--- src/rfp_pkg.sv ---
package rfp_pkg;

	localparam int ITEM_W    = 32;
	localparam int MODE_W    = 2;
	localparam int POS_W     = 4;
	localparam int STAT_W    = 2;
	localparam int CAP_W     = 5;
	localparam int APB_W     = 32;
	localparam int PADDR_W   = 3;
	localparam int DEPTH_DEF = 16;

	localparam logic [CAP_W-1:0] CAP_RESET = 5'd16;

	// operation codes
	localparam logic [MODE_W-1:0] MODE_PUSH    = 2'd0;
	localparam logic [MODE_W-1:0] MODE_POP     = 2'd1;
	localparam logic [MODE_W-1:0] MODE_PEEK    = 2'd2;
	localparam logic [MODE_W-1:0] MODE_PEEK_AT = 2'd3;

	// result status codes
	localparam logic [STAT_W-1:0] ST_OK     = 2'd0;
	localparam logic [STAT_W-1:0] ST_FULL   = 2'd1;
	localparam logic [STAT_W-1:0] ST_EMPTY  = 2'd2;
	localparam logic [STAT_W-1:0] ST_POS    = 2'd3;

	// register index, taken from paddr[2]
	localparam logic REG_CAPACITY = 1'b0;

endpackage

--- src/rfp_store.sv ---
module rfp_store import rfp_pkg::*; #(
	parameter int DEPTH = DEPTH_DEF,
	parameter int IDX_W = $clog2(DEPTH)
) (
	input  logic              clk,
	input  logic              we,
	input  logic [IDX_W-1:0]  waddr,
	input  logic [ITEM_W-1:0] wdata,
	input  logic              re,
	input  logic [IDX_W-1:0]  raddr,
	output logic [ITEM_W-1:0] rdata
);

	logic [ITEM_W-1:0] mem [DEPTH];
	logic [ITEM_W-1:0] rdata_q;

	always_ff @(posedge clk) begin
		if (we) begin
			mem[waddr] <= wdata;
		end
	end

	// registered read port; holds while no read is issued
	always_ff @(posedge clk) begin
		if (re) begin
			rdata_q <= mem[raddr];
		end
	end

	assign rdata = rdata_q;

endmodule

--- src/ring_fifo_with_peek_top.sv ---
// Circular FIFO with pop, peek at head and peek at an offset from the head.
// A result passes through s1 and then the output register before it is
// offered, and it transfers once out_stall is low.
// Throughput: one operation per cycle while in_stall is low; pointers and flags
// update at transfer, and the single-port-read slot memory has a registered read.
// Reset (arst_n low, async): queue empty, both indices zero, capacity 16.
// Slot contents are not reset; a capacity write also empties the queue.
module ring_fifo_with_peek_top import rfp_pkg::*; #(
	parameter int DEPTH = DEPTH_DEF
) (
	input  logic               clk,
	input  logic               arst_n,

	// operation channel
	input  logic               in_valid,
	output logic               in_stall,
	input  logic [MODE_W-1:0]  mode,
	input  logic [ITEM_W-1:0]  item_in,
	input  logic [POS_W-1:0]   position,

	// result channel
	output logic               out_valid,
	input  logic               out_stall,
	output logic [STAT_W-1:0]  status,
	output logic [ITEM_W-1:0]  item_out,

	// register port
	input  logic               psel,
	input  logic               penable,
	input  logic               pwrite,
	input  logic [PADDR_W-1:0] paddr,
	input  logic [APB_W-1:0]   pwdata,
	output logic [APB_W-1:0]   prdata,
	output logic               pready
);

	localparam int IDX_W = $clog2(DEPTH);
	// effective capacity reaches DEPTH itself
	localparam int EC_W  = $clog2(DEPTH + 1);
	// room for index + offset and compares against the capacity
	localparam int SUM_W = ((EC_W > POS_W) ? EC_W : POS_W) + 1;

	// ---------------------------------------------------------------
	// Register port. Only capacity lives here; a write to it empties the queue.
	// ---------------------------------------------------------------
	logic             cfg_wr;
	logic [CAP_W-1:0] cap_q;
	logic [EC_W-1:0]  eff_cap;

	assign pready = 1'b1;
	assign cfg_wr = psel && penable && pwrite && pready && (paddr[2] == REG_CAPACITY);
	assign prdata = (paddr[2] == REG_CAPACITY) ? {{(APB_W-CAP_W){1'b0}}, cap_q} : '0;

	always_ff @(posedge clk or negedge arst_n) begin
		if (!arst_n) begin
			cap_q <= CAP_RESET;
		end else if (cfg_wr) begin
			cap_q <= pwdata[CAP_W-1:0];
		end
	end

	// zero acts as one, anything above the built depth as the depth
	always_comb begin
		if (cap_q == '0) begin
			eff_cap = EC_W'(1);
		end else if (int'(cap_q) > DEPTH) begin
			eff_cap = EC_W'(DEPTH);
		end else begin
			eff_cap = EC_W'(cap_q);
		end
	end

	// ---------------------------------------------------------------
	// Queue pointers and flags
	// ---------------------------------------------------------------
	logic [IDX_W-1:0] rd_idx_q, wr_idx_q;
	logic             full_q, empty_q;

	function automatic logic [IDX_W-1:0] advance(input logic [IDX_W-1:0] idx,
			input logic [EC_W-1:0] cap);
		logic [SUM_W-1:0] n;
		n = SUM_W'(idx) + SUM_W'(1);
		return (n >= SUM_W'(cap)) ? '0 : n[IDX_W-1:0];
	endfunction

	// ---------------------------------------------------------------
	// Handshake. s1 holds an issued operation waiting on the memory read;
	// s1 drains only when the output register is empty or its result is taken.
	// ---------------------------------------------------------------
	logic              accept;
	logic              valid_s1, hit_s1;
	logic [STAT_W-1:0] status_s1;
	logic              s1_move;
	logic              out_valid_q;
	logic [STAT_W-1:0] status_q;
	logic [ITEM_W-1:0] item_q;

	assign s1_move  = valid_s1 && (!out_valid_q || !out_stall);
	assign in_stall = valid_s1 && !s1_move;
	assign accept   = in_valid && !in_stall;

	// ---------------------------------------------------------------
	// Decode of the offered operation against current pointers
	// ---------------------------------------------------------------
	logic [SUM_W-1:0]  occ_sum, pos_sum;
	logic [EC_W-1:0]   occ;
	logic [IDX_W-1:0]  peek_idx, wr_next, rd_next;
	logic [STAT_W-1:0] status_c;
	logic              push_c, pop_c, read_c;
	logic [IDX_W-1:0]  raddr_c;

	assign wr_next = advance(wr_idx_q, eff_cap);
	assign rd_next = advance(rd_idx_q, eff_cap);

	always_comb begin
		if (full_q) begin
			occ_sum = SUM_W'(eff_cap);
		end else if (empty_q) begin
			occ_sum = '0;
		end else if (wr_idx_q >= rd_idx_q) begin
			occ_sum = SUM_W'(wr_idx_q) - SUM_W'(rd_idx_q);
		end else begin
			occ_sum = SUM_W'(wr_idx_q) + SUM_W'(eff_cap) - SUM_W'(rd_idx_q);
		end
		occ = occ_sum[EC_W-1:0];
	end

	// offset index wraps once at most for offsets below occupancy: head + offset < 2 * capacity
	always_comb begin
		pos_sum = SUM_W'(rd_idx_q) + SUM_W'(position);
		if (pos_sum >= SUM_W'(eff_cap)) begin
			pos_sum = pos_sum - SUM_W'(eff_cap);
		end
		peek_idx = pos_sum[IDX_W-1:0];
	end

	always_comb begin
		status_c = ST_OK;
		push_c   = 1'b0;
		pop_c    = 1'b0;
		read_c   = 1'b0;
		raddr_c  = rd_idx_q;
		unique case (mode)
			MODE_PUSH: begin
				if (full_q) begin
					status_c = ST_FULL;
				end else begin
					push_c = 1'b1;
				end
			end
			MODE_POP: begin
				if (empty_q) begin
					status_c = ST_EMPTY;
				end else begin
					pop_c  = 1'b1;
					read_c = 1'b1;
				end
			end
			MODE_PEEK: begin
				if (empty_q) begin
					status_c = ST_EMPTY;
				end else begin
					read_c = 1'b1;
				end
			end
			MODE_PEEK_AT: begin
				if (empty_q) begin
					status_c = ST_EMPTY;
				end else if (SUM_W'(position) >= SUM_W'(occ)) begin
					status_c = ST_POS;
				end else begin
					read_c  = 1'b1;
					raddr_c = peek_idx;
				end
			end
			default: begin
				status_c = ST_OK;
			end
		endcase
	end

	always_ff @(posedge clk or negedge arst_n) begin
		if (!arst_n) begin
			rd_idx_q <= '0;
			wr_idx_q <= '0;
			full_q   <= 1'b0;
			empty_q  <= 1'b1;
		end else if (cfg_wr) begin
			rd_idx_q <= '0;
			wr_idx_q <= '0;
			full_q   <= 1'b0;
			empty_q  <= 1'b1;
		end else if (accept) begin
			if (push_c) begin
				wr_idx_q <= wr_next;
				empty_q  <= 1'b0;
				full_q   <= (wr_next == rd_idx_q);
			end
			if (pop_c) begin
				rd_idx_q <= rd_next;
				full_q   <= 1'b0;
				empty_q  <= (rd_next == wr_idx_q);
			end
		end
	end

	// ---------------------------------------------------------------
	// Slot memory. Each transfer touches at most one slot, and a write
	// lands in memory before any later read samples it, so no forwarding is needed.
	// ---------------------------------------------------------------
	logic [ITEM_W-1:0] rdata;

	rfp_store #(
		.DEPTH (DEPTH),
		.IDX_W (IDX_W)
	) u_store (
		.clk   (clk),
		.we    (accept && push_c),
		.waddr (wr_idx_q),
		.wdata (item_in),
		.re    (accept && read_c),
		.raddr (raddr_c),
		.rdata (rdata)
	);

	// ---------------------------------------------------------------
	// s1 and output register
	// ---------------------------------------------------------------
	always_ff @(posedge clk or negedge arst_n) begin
		if (!arst_n) begin
			valid_s1 <= 1'b0;
		end else if (accept) begin
			valid_s1 <= 1'b1;
		end else if (s1_move) begin
			valid_s1 <= 1'b0;
		end
	end

	always_ff @(posedge clk) begin
		if (accept) begin
			status_s1 <= status_c;
			hit_s1    <= read_c;
		end
	end

	always_ff @(posedge clk or negedge arst_n) begin
		if (!arst_n) begin
			out_valid_q <= 1'b0;
		end else if (s1_move) begin
			out_valid_q <= 1'b1;
		end else if (!out_stall) begin
			out_valid_q <= 1'b0;
		end
	end

	// pushes and rejected operations return a zero item
	always_ff @(posedge clk) begin
		if (s1_move) begin
			status_q <= status_s1;
			item_q   <= hit_s1 ? rdata : '0;
		end
	end

	assign out_valid = out_valid_q;
	assign status    = status_q;
	assign item_out  = item_q;

`ifndef NO_ASSERTIONS
	a_flags_exclusive: assert property (@(posedge clk) disable iff (!arst_n)
		!(full_q && empty_q))
		else $error("full and empty set together");

	a_idx_in_range: assert property (@(posedge clk) disable iff (!arst_n)
		(SUM_W'(rd_idx_q) < SUM_W'(eff_cap)) && (SUM_W'(wr_idx_q) < SUM_W'(eff_cap)))
		else $error("queue index beyond capacity");

	a_s1_held: assert property (@(posedge clk) disable iff (!arst_n)
		(valid_s1 && !s1_move) |=> (valid_s1 && $stable(status_s1)))
		else $error("stalled s1 operation lost");

	a_push_clears_empty: assert property (@(posedge clk) disable iff (!arst_n)
		(accept && push_c && !cfg_wr) |=> !empty_q)
		else $error("queue empty after accepted push");
`endif

endmodule

--- config.mk ---
export PLATFORM = sky130hd
export DESIGN_NAME = ring_fifo_with_peek_top
export DESIGN_NICKNAME = d
export VERILOG_FILES = /design/src/rfp_pkg.sv /design/src/rfp_store.sv /design/src/ring_fifo_with_peek_top.sv
export SDC_FILE = /design/constraint.sdc
export NUM_CORES = 1
export LEC_CHECK = 0
export ABC_AREA = 1
export BUFFER_PORTS_ARGS = -buffer_cell sky130_fd_sc_hd__buf_2
export CAP_MARGIN = 15
export CORE_UTILIZATION = 55
export CTS_CLUSTER_SIZE = 24
export DETAILED_ROUTE_END_ITERATION = 7
export HOLD_SLACK_MARGIN = 0.08
export PLACE_DENSITY_LB_ADDON = 0.15
export SLEW_MARGIN = 25
export SYNTH_ARGS = -nofsm -noshare
export SYNTH_HDL_FRONTEND = slang
export SYNTH_SLANG_ARGS = --single-unit
--- constraint.sdc ---
create_clock -name clk -period 4.19 [get_ports clk]
set_input_delay 0.419 -clock clk [delete_from_list [all_inputs] [get_ports clk]]
set_output_delay 0.419 -clock clk [all_outputs]
set_load 0.005 [all_outputs]
After elaboration in Yosys (flattened, before gate mapping)
Memory sizes are Yosys's and may differ from the RTL's. A register that Yosys moved wholly into a read port is not among the register bits.
Index checks and enable logic that the tools add are counted.
{"block": "word_totals", "ff_bits": 54, "mem_bits_rw": 512, "input_bits": 80, "wordCells": 100, "memories": 1}
{"block": "classes", "n_addsub": 7, "n_lt_le_gt_ge": 6, "eq_ne": 6, "muxes": 44, "bitwise_logic": 1, "n_reduce_logical": 24}
{"memory": "u_store.mem", "depth": 16, "width": 32, "rd": 1, "rd_ports_with_merged_regs": 1, "wr": 1, "line": "rfp_store.sv:14", "text": "logic [ITEM_W-1:0] mem [DEPTH];"}
{"op": "$mux W4", "count": 12}
{"op": "$mux W5", "count": 6}
{"op": "$mux W1", "count": 21}
{"op": "$ge A5 B5 Y1", "count": 3}
{"op": "$add A4 B1 Y5 const B", "count": 2}
{"op": "$eq A4 B4 Y1", "count": 2}
{"op": "$logic_and A1 B1 Y1", "count": 8}
{"op": "$reduce_bool A2 Y1", "count": 4}
{"op": "$mux W2", "count": 3}
{"op": "$pmux W2 S3", "count": 1}
{"op": "$reduce_and A2 Y1", "count": 3}
{"op": "$add A4 B4 Y5", "count": 1}
{"op": "$add A4 B5 Y5", "count": 1}
{"op": "$ge A4 B5 Y1", "count": 1}
{"op": "$gt A5 B5 Y1 const B", "count": 1}
{"op": "$logic_not A5 Y1", "count": 1}
{"op": "$sub A4 B4 Y5", "count": 1}
{"op": "$sub A5 B4 Y5", "count": 1}
{"op": "$eq A2 B2 Y1 const B", "count": 2}
{"op": "$ge A4 B4 Y1", "count": 1}
{"op": "$logic_not A1 Y1", "count": 4}
{"op": "$sub A4 B4 Y4", "count": 1}
{"op": "$reduce_bool A3 Y1", "count": 1}
{"op": "$eq A2 B1 Y1 const B", "count": 1}
{"op": "6 further kinds", "count": 6}

Logic depth before layout (Yosys ltp)
Gate-level depths: netlist of run 1.
{"block": "depth", "depth_word": 13, "ltp_mapped": 31}

Modules after synthesis
Synthesis of run 1 repeated with hierarchy kept, for this count alone.
{"block": "hier_totals", "hier_cells": 2619, "hier_area_um2": 27128.5}
{"mod": "rfp_store", "n_inst": 1, "cells_each": 2120, "area_each_um2": 23050.9, "seq_area_each_um2": 16335.7}
{"mod": "ring_fifo_with_peek_top", "n_inst": 1, "cells_each": 499, "area_each_um2": 4077.7, "seq_area_each_um2": 1539.0}

Least setup slack after synthesis of run 1
Ideal clock, no wire load.
{"block": "synth_timing", "path_type": "register to register", "from": "register cap_q[4]", "to": "register u_store.rdata_q[0], in the netlist u_store.rdata[0], read port of u_store.mem (enable)", "arrival_ps": 3750, "required_ps": 3798, "setup_slack_ps": 48, "path_stages_with_launch": 19, "period_less_slack_ps": 4142, "cell_sequence": "dfstp_2 inv_2 nand2_1 fa_1 inv_1 fa_1 or2_2 a21oi_1 o22ai_1 inv_1 ha_1 nand2_1 nand2_1 nand2_1 a21oi_1 nand2_2 nand2_4 a21oi_1 and2_1"}
{"block": "synth_between", "elab_chain_len": 13, "word_cells_on_any_way": 20}
{"element": "start: declaration", "line": "ring_fifo_with_peek_top.sv:47", "text": "logic [CAP_W-1:0] cap_q;"}
{"element": "start signal: assignment", "line": "ring_fifo_with_peek_top.sv:58", "text": "cap_q <= pwdata[CAP_W-1:0];"}
{"element": "$gt A5 B5 Y1", "line": "ring_fifo_with_peek_top.sv:66", "text": "end else if (int'(cap_q) > DEPTH) begin"}
{"element": "$mux W5", "line": "ring_fifo_with_peek_top.sv:66"}
{"element": "$mux W5 *", "line": "ring_fifo_with_peek_top.sv:64", "text": "if (cap_q == '0) begin"}
{"element": "$add A4 B5 Y5", "line": "ring_fifo_with_peek_top.sv:123", "text": "occ_sum = SUM_W'(wr_idx_q) + SUM_W'(eff_cap) - SUM_W'(rd_idx_q);"}
{"element": "$sub A5 B4 Y5", "line": "ring_fifo_with_peek_top.sv:123"}
{"element": "$mux W5", "line": "ring_fifo_with_peek_top.sv:120", "text": "end else if (wr_idx_q >= rd_idx_q) begin"}
{"element": "$mux W5", "line": "ring_fifo_with_peek_top.sv:118", "text": "end else if (empty_q) begin"}
{"element": "$mux W5 *", "line": "ring_fifo_with_peek_top.sv:116", "text": "if (full_q) begin"}
{"element": "$ge A4 B5 Y1 *", "line": "ring_fifo_with_peek_top.sv:169", "text": "end else if (SUM_W'(position) >= SUM_W'(occ)) begin"}
{"element": "$mux W1 *", "line": "ring_fifo_with_peek_top.sv:169"}
{"element": "$mux W1 *", "line": "ring_fifo_with_peek_top.sv:167", "text": "if (empty_q) begin"}
{"element": "$pmux W1 S2 *", "line": "ring_fifo_with_peek_top.sv:143", "text": "unique case (mode)"}
{"element": "named net read_c", "line": "ring_fifo_with_peek_top.sv:109", "text": "logic push_c, pop_c, read_c;"}
{"element": "$logic_and A1 B1 Y1 *", "line": "ring_fifo_with_peek_top.sv:221", "text": ".re (accept && read_c),"}
{"element": "named net u_store.re", "line": "rfp_store.sv:9", "text": "input logic re,"}
{"element": "end: declaration", "line": "rfp_store.sv:15", "text": "logic [ITEM_W-1:0] rdata_q;"}
The timed path passes the listed nets; every way through them passes the cells marked *.
A chain may end at the register's enable or synchronous reset.

Final worst setup path of run 1
{"block": "layout_timing", "from": "register cap_q[4]", "to": "register u_store.rdata_q[7], in the netlist u_store.rdata[7], read port of u_store.mem (data pin)"}
{"block": "layout_between", "elab_chain_len": 13, "word_cells_on_any_way": 20}
{"element": "$gt A5 B5 Y1", "line": "ring_fifo_with_peek_top.sv:66"}
{"element": "$mux W5", "line": "ring_fifo_with_peek_top.sv:66"}
{"element": "$mux W5 *", "line": "ring_fifo_with_peek_top.sv:64"}
{"element": "$add A4 B5 Y5", "line": "ring_fifo_with_peek_top.sv:123"}
{"element": "$sub A5 B4 Y5", "line": "ring_fifo_with_peek_top.sv:123"}
{"element": "$mux W5", "line": "ring_fifo_with_peek_top.sv:120"}
{"element": "$mux W5", "line": "ring_fifo_with_peek_top.sv:118"}
{"element": "$mux W5", "line": "ring_fifo_with_peek_top.sv:116"}
{"element": "$ge A4 B5 Y1", "line": "ring_fifo_with_peek_top.sv:169"}
{"element": "$mux W1", "line": "ring_fifo_with_peek_top.sv:169"}
{"element": "$mux W1", "line": "ring_fifo_with_peek_top.sv:167"}
{"element": "$pmux W1 S2", "line": "ring_fifo_with_peek_top.sv:143"}
{"element": "$logic_and A1 B1 Y1", "line": "ring_fifo_with_peek_top.sv:221"}
Every way passes the cells marked *; elsewhere a longest branch is shown, timed or not.

==> results of run 1 <==
[path summary, 6_finish.rpt]
| path | start | end | cells after the start |
|---|---|---|---|
| min in group asynchronous | arst_n | cap_q[2] | 2 |
| hold / removal | in_valid | valid_s1 | 3 |
| hold reg to reg | status_s1[0] | status[0] | 0 |
| setup / recovery | cap_q[4] | u_store.rdata[7] | 23 |
| setup reg to reg | cap_q[4] | u_store.rdata[7] | 23 |
| max in group asynchronous | arst_n | empty_q | 2 |
[power by group]
part	internal (µW)	leakage, µW	total (µW)	switching, µW
sequential	7040	0.00547	7170	131
combinational	4370	0.00725	11200	6810
clock	2880	0.000890	5090	2200
[layout make-up]
| type | instances | area, µm² |
|---|---|---|
| tap | 664 | 831 |
| sequential | 598 | 17900 |
| clock inverter | 30 | 241 |
| fill | 3661 | 16900 |
| inverter | 416 | 1560 |
| multi-input combinational | 1409 | 7510 |
| timing repair buffer | 224 | 2490 |
| clock buffer | 75 | 1580 |
[logic make-up (layout without fill, tap and decap cells)]
kind of cell | count (synthesis) | after routing | synth area share [%]
buffers and inverters | 579 | 745 | 9.40
DFF | 598 | 598 | 65.5
and+or+nand+nor | 1259 | 1266 | 21.2
AOI/OAI and AO/OA | 58 | 58 | 1.32
other | 2 | 28 | 0.0275
xor gates and xnor gates | 13 | 13 | 0.417
adders and majority gates | 44 | 44 | 2.18
[metrics by stage]
stage          power, µW  hold WS (ns)  util [%]
2_1_floorplan      13500         0.123         -
3_3_place_gp       16000         0.376      59.0
3_5_place_dp       16200         0.384      59.0
4_1_cts            21300         0.107      62.9
5_1_grt            24700         0.159      65.6
6_report           23400         0.133      65.6
[state kept, by name (all words and copies together) (netlist names), 2 cells and up]
name           count
item_out          32
status_s1          2
wr_idx_q           4
status             2
u_store.mem      512
u_store.rdata     32
rd_idx_q           4
cap_q              5
[metal layers]
layer | wire (µm) | up-vias
met2 | 36000 | 900
met1 | 30400 | 9235
met4 | 2100 | 6
li1 | - | 8843
met5 | 41 | -
met3 | 6100 | 149
[what timing repair did]
action	CTS	global route
endpoints found under the hold margin	23	0
hold buffers	7	0
cloned	0	38
pin swaps	0	20
gates resized for setup	3	89
buffers inserted	0	11
setup endpoints to repair	32	32
[cells in the final DEF, fill, tap and decap left out, types with 30 or more instances in the layout]
master / n
nand2_1: 533
nand3_1: 562
ha_1: 36
inv_1: 411
nand3b_1: 64
clkbuf_16: 85
nand3_2: 30
buf_2: 91
edfxtp_1: 581
buf_4: 53
[critical path, cell delays in order, from the launching register on]
cell and delay, ns:
dfstp_2 0.39, inv_4 0.08, nand2_4 0.05, fa_1 0.52, inv_2 0.05, fa_2 0.52, nor2_2 0.04, o22a_1 0.18
ha_1 0.28, nand2_1 0.05, nand2_1 0.05, nand2_1 0.05, nand2_1 0.07, nand2_2 0.07, a21oi_4 0.19, a21boi_4 0.08
buf_12 0.14, buf_8 0.13, o22ai_4 0.24, buf_12 0.22, buf_12 0.15, nand3_1 0.11, nand3_1 0.09, nand2_1 0.05
==> results by group, run 1 <==
Placement
  • Hpwl dp: 35,400 µm
  • DP Worst Slack: -0.0976 ns
  • Port Buf Inserts: 91
  • Routability Congestion: 0.862
  • Inst Count DP: 3,257
  • Post-DP Area: 28,900 µm²

Layout
  • Final instance area: 32,100 µm²
  • Area grow syn2layout: 17.6%
  • Layout cell share with drive strength beyond 1: 14.1%
  • Final net count: 2,833
  • Post-Layout Cell Count: 3,416
  • ANT cells: 0

Clock tree
  • CTS Buf Count: 60
  • Root buffer cell: clkbuf_16
  • Clock Tree Buf Depth: 3
  • Reg clk slew, reported paths: 0.07 ns
  • CTS H-Tree Depth: 2
  • Clock Latency Late Sink: 0.63 ns
  • CTS Sinks: 598
  • CTS tree: done

Synthesis
  • Syn Std Cell Area: 27,300 µm²
  • Post-Syn Instances: 2,553
  • Synth Warn #: 0
  • Cell variety after synth: 43
  • EDFF count, synth: 581
  • Primary FF master, synth: edfxtp_1
  • Top cells by area, synth: edfxtp_1 (64%), nand3_1 (11%), nand2_1 (7.4%)
  • Top-area cell type share of the netlist area: 63.9%
  • Synth Register Bits: 598
  • Post-synth top area cell: edfxtp_1
  • Top cells by count, synth: nand3_1 (591), edfxtp_1 (581), nand2_1 (540)
  • Synth Area per Inst: 10.7 µm²
  • Top-count cell post-synth: nand3_1
  • Post-synthesis async set-or-reset flop share: 2.84%
  • Sequential element share of the synthesized area: 65.5%

Floorplanning
  • Core Region: 49,000 µm²
  • I/O Pins: 149
  • Die Width: 225 µm
  • DIE HEIGHT: 225 µm
  • Die Area: 50,500 µm²
  • FP Rows: 81
  • Starting Density: 55.8%

Setup path
  • Reg2reg setup slack: 0.11 ns
  • Req. time, crit path: 4.57 ns
  • CP Launch Type: flop
  • Critical path class: flop to flop
  • WP data arrival: 4.46 ns
  • Crit. End Element: flop
  • Critical Path Fanout Max: 8

Power and ir drop
  • P per Cell Area: 730 nW/µm²
  • Maximum VDD drop: 0.000441 V
  • Pleak: 0.0136 µW

Route
  • DRT antenna net count: 0
  • Vias: 19,133
  • Drt wl/cell: 21.8 µm
  • DRT Pass-1 Iters: 5
  • DRC viols: 0
  • Final wirelength: 74,600 µm
  • Vias per std cell: 5.60
  • Initial DRC count: 2,021

GRT
  • Vias in the first global route: 17,811
  • Antenna violations before repair: 3
  • Met1 usage: 36.1%
  • Largest net degree at the start of global routing: 137
  • GR Util All Layers: 26.8%
  • Global route hottest layer: met2
  • First-pass GRT wire length: 102,000 µm
  • Met2 Use GR: 45.2%
  • GR Overflow Total: 0
  • Grt met3 use: 4.00%

Hold path
  • Min-Delay Path Class: input port to flop

STA
  • Final min period: 4.08 ns
  • F_max: 245 MHz
  • Worst Slack Setup Final: 0.115 ns
  • Slew Limit Fails: 0
  • Fin crit share: 97.3%
  • Final hold vios: 0
  • Setup-failing EPs final: 0
  • Slew @ Worst Pin: 0.940 ns
  • Post-route setup TNS: 0 ns
  • RSZ-0062 raised after global routing: true
  • Clock skew: 0.0156 ns
  • Max-Slew Margin vs Limit: 37.2%

Job
  • Total of max-cap violations: 0

Status
  • Status: complete, no violations
Note: power is estimated with default switching activity, not from simulation.
==> run 2, diff against run 1 <==
==> constraint.sdc (replaced) <==
create_clock -name clk -period 4.19 [get_ports clk]
set_input_delay 0.2095 -clock clk [delete_from_list [all_inputs] [get_ports clk]]
set_output_delay 0.2095 -clock clk [all_outputs]
set_load 0.005 [all_outputs]
==> run 2 against run 1 <==
Effect of this change: cell count is 1.5% higher; global-route usage is 0.50 points higher; largest cell class unchanged; largest power group unchanged; count of clock-buffer cells in the layout is 9 higher; hold slack worse by 0.10 ns.
==> results by group, run 2 (same netlist as run 1, synthesis figures left out) <==
Status
  • Status: complete, no violations

Setup path
  • Crit. End Element: flop
  • Slowest-stage cell, CP: fa_2
  • Critical Path Fanout Max: 8 (unchanged)
  • RR Startpoint: cap_q[4]
  • Reg2reg setup slack: 0.12 ns (about the same)
  • CP Launch Type: flop
  • Worst reg-to-reg path cell count: 25 (+8.7%)
  • Req. time, crit path: 4.56 ns (about the same)
  • CP peak stage delay: 0.53 ns (about the same)
  • CP most frequent cell: nand2_1
  • WP data arrival: 4.44 ns (-0.02 ns)
  • Critical path class: flop to flop
  • Worst reg2reg endpoint: u_store.rdata[1]

STA
  • Setup-failing EPs final: 0 (unchanged)
  • Slew @ Worst Pin: 0.785 ns (-0.156 ns)
  • Slew Limit Fails: 0 (unchanged)
  • Final min period: 4.07 ns (-0.00533 ns)
  • RSZ-0062 raised after global routing: true
  • F_max: 246 MHz (+0.13%)
  • Final hold vios: 0 (unchanged)
  • Clock skew: 0.0196 ns (+0.00400 ns)
  • Fin crit share: 97.1% (-0.13 points)
  • Max-Slew Margin vs Limit: 47.7% (+11 points)
  • Post-route setup TNS: 0 ns (unchanged)

Clock tree
  • Reg clk slew, reported paths: 0.07 ns (about the same)
  • CTS Sinks: 598 (unchanged)
  • CTS Buf Count: 61 (+1.7%)
  • Root buffer cell: clkbuf_16
  • Clock Tree Buf Depth: 3 (unchanged)
  • Clock Latency Late Sink: 0.63 ns (about the same)
  • CTS tree: done
  • CTS H-Tree Depth: 2 (unchanged)

Route
  • DRC viols: 0 (unchanged)
  • Final wirelength: 73,800 µm (-1.1%)
  • Initial DRC count: 2,202 (+9.0%)
  • DRT Pass-1 Iters: 6 (+1)
  • Vias per std cell: 5.60 (about the same)
  • DRT antenna net count: 0 (unchanged)
  • Vias: 19,416 (+1.5%)
  • Drt wl/cell: 21.3 µm (-2.5%)

Power and ir drop
  • Maximum VDD drop: 0.000495 V (+12%)
  • P per Cell Area: 724 nW/µm² (-0.93%)
  • Pleak: 0.0138 µW (+1.4%)

Floorplanning
  • Starting Density: 55.8% (unchanged)
  • I/O Pins: 149 (unchanged)
  • FP Rows: 81 (unchanged)
  • DIE HEIGHT: 225 µm (unchanged)
  • Core Region: 49,000 µm² (unchanged)
  • Die Width: 225 µm (unchanged)
  • Die Area: 50,500 µm² (unchanged)

GRT
  • Antenna violations before repair: 1 (-2)
  • GR Util All Layers: 27.3% (+0.50 points)
  • Vias in the first global route: 18,337 (+3.0%)
  • GR Overflow Total: 0 (unchanged)
  • Largest net degree at the start of global routing: 79 (-42%)
  • First-pass GRT wire length: 104,000 µm (+2.3%)

Layout
  • # fillers: 3,617 (-1.2%)
  • Most common cell after layout, fill and taps aside: edfxtp_1
  • Finished Core Util: 66.7% (+1.1 points)
  • Commonest cells after routing, fill and taps aside: edfxtp_1 (581), nand3_1 (554), nand2_1 (519)
  • Post-Layout Cell Count: 3,467 (+1.5%)
  • Final net count: 2,880 (+1.7%)
  • Area grow syn2layout: 19.6%
  • Largest Register: u_store.mem
  • ANT cells: 0 (unchanged)
  • Layout cell share with drive strength beyond 1: 14.7% (+0.67 points)
  • Max reg flops: 512 (unchanged)

Job
  • Total of max-cap violations: 0 (unchanged)

Placement
  • Routability Congestion: 0.868 (+0.73%)
  • Inst Count DP: 3,251 (-0.18%)
  • Port Buf Inserts: 91 (unchanged)
  • Hpwl dp: 34,900 µm (-1.4%)

Hold path
  • Min-Delay Path Class: input port to flop
  • Hold EP: cap_q[1]
  • Worst Hold Path Cells: 4 (+1)
  • Hold path start: penable
==> run 2: cell count changes in the layout (fill, tap and decap cells not counted), moves of 4 or more <==
cell	before	now
nand2_1	533	519
nand3_1	562	554
dlygate4sd3_1	7	52
clkbuf_8	0	4
nand2_8	9	5
buf_12	28	33
buf_6	8	13
clkbuf_1	14	19
nand3_2	30	39
nand2_2	8	21
==> run 2: cell type report <==
class / instances / area [µm²] / share of cell area, %
sequential: 598 / 17900 / 54.8
multi-input combinational: 1403 / 7490 / 22.9
timing repair buffer: 276 / 3010 / 9.21
clock buffer: 84 / 1650 / 5.06
inverter: 416 / 1570 / 4.80
tap: 664 / 831 / 2.54
clock inverter: 26 / 226 / 0.694
==> run 2: stage by stage <==
step / hold WS, ns / setup WS, ns / total power, µW / area (µm²)
3_5_place_dp: 0.169 / -0.166 / 16100 / 28800
5_1_grt: 0.0881 / -0.0494 / 24900 / 32700
2_1_floorplan: -0.0861 / 0.0479 / 13500 / 27400
4_1_cts: 0.0814 / 0.00710 / 21500 / 31300
6_report: 0.0322 / 0.120 / 23600 / 32700
3_3_place_gp: 0.162 / -0.127 / 15900 / 28800
==> run 2: worst max path at each step <==
stage / startpoint / to / slack [ns] / cells after the start
floorplan: cap_q[4] / u_store.rdata[0] / 0.05 / 18
global placement: cap_q[4] / u_store.rdata[19] / -0.13 / 22
detailed placement: cap_q[4] / u_store.rdata[18] / -0.17 / 22
CTS: cap_q[4] / u_store.rdata[9] / 0.007 / 24
global route: cap_q[4] / u_store.rdata[1] / -0.05 / 25
finish: cap_q[4] / u_store.rdata[1] / 0.12 / 25
==> run 2: power breakdown <==
group | switching, µW | total, µW | internal (µW) | leakage (µW)
sequential | 125 | 7160 | 7040 | 0.00547
clock | 2230 | 5200 | 2980 | 0.000916
combinational | 6720 | 11300 | 4540 | 0.00742
total | 9070 | 23600 | 14600 | 0.0138
==> run 2: metal layers <==
| layer | share of wire, % | global-route usage, % |
|---|---|---|
| met1 | 40 | 36.8 |
| met5 | 0.011 | 0 |
| met4 | 2.9 | 9.48 |
| met3 | 8.2 | 3.83 |
| met2 | 49 | 45.4 |
==> run 2: critical path: cells and delay by family, from the launching register on <==
kind / cells / cell delay [ns]
adder cells (fa/ha/maj): 3 / 1.29
AO/OA/AOI/OAI: 2 / 0.37
buffers and inverters: 4 / 0.53
AND/OR/NAND/NOR: 16 / 1.24
flip-flops: 1 / 0.38
==> run 2: what timing repair did <==
| item | 4_1_cts | 5_1_grt |
|---|---|---|
| hold buffers | 51 | 1 |
| pin swaps | 1 | 34 |
| gates cloned | 1 | 30 |
| hold endpoints to repair | 539 | 1 |
| setup buffers | 1 | 23 |
| setup endpoints to repair | 32 | 32 |
| gates resized for setup | 6 | 98 |
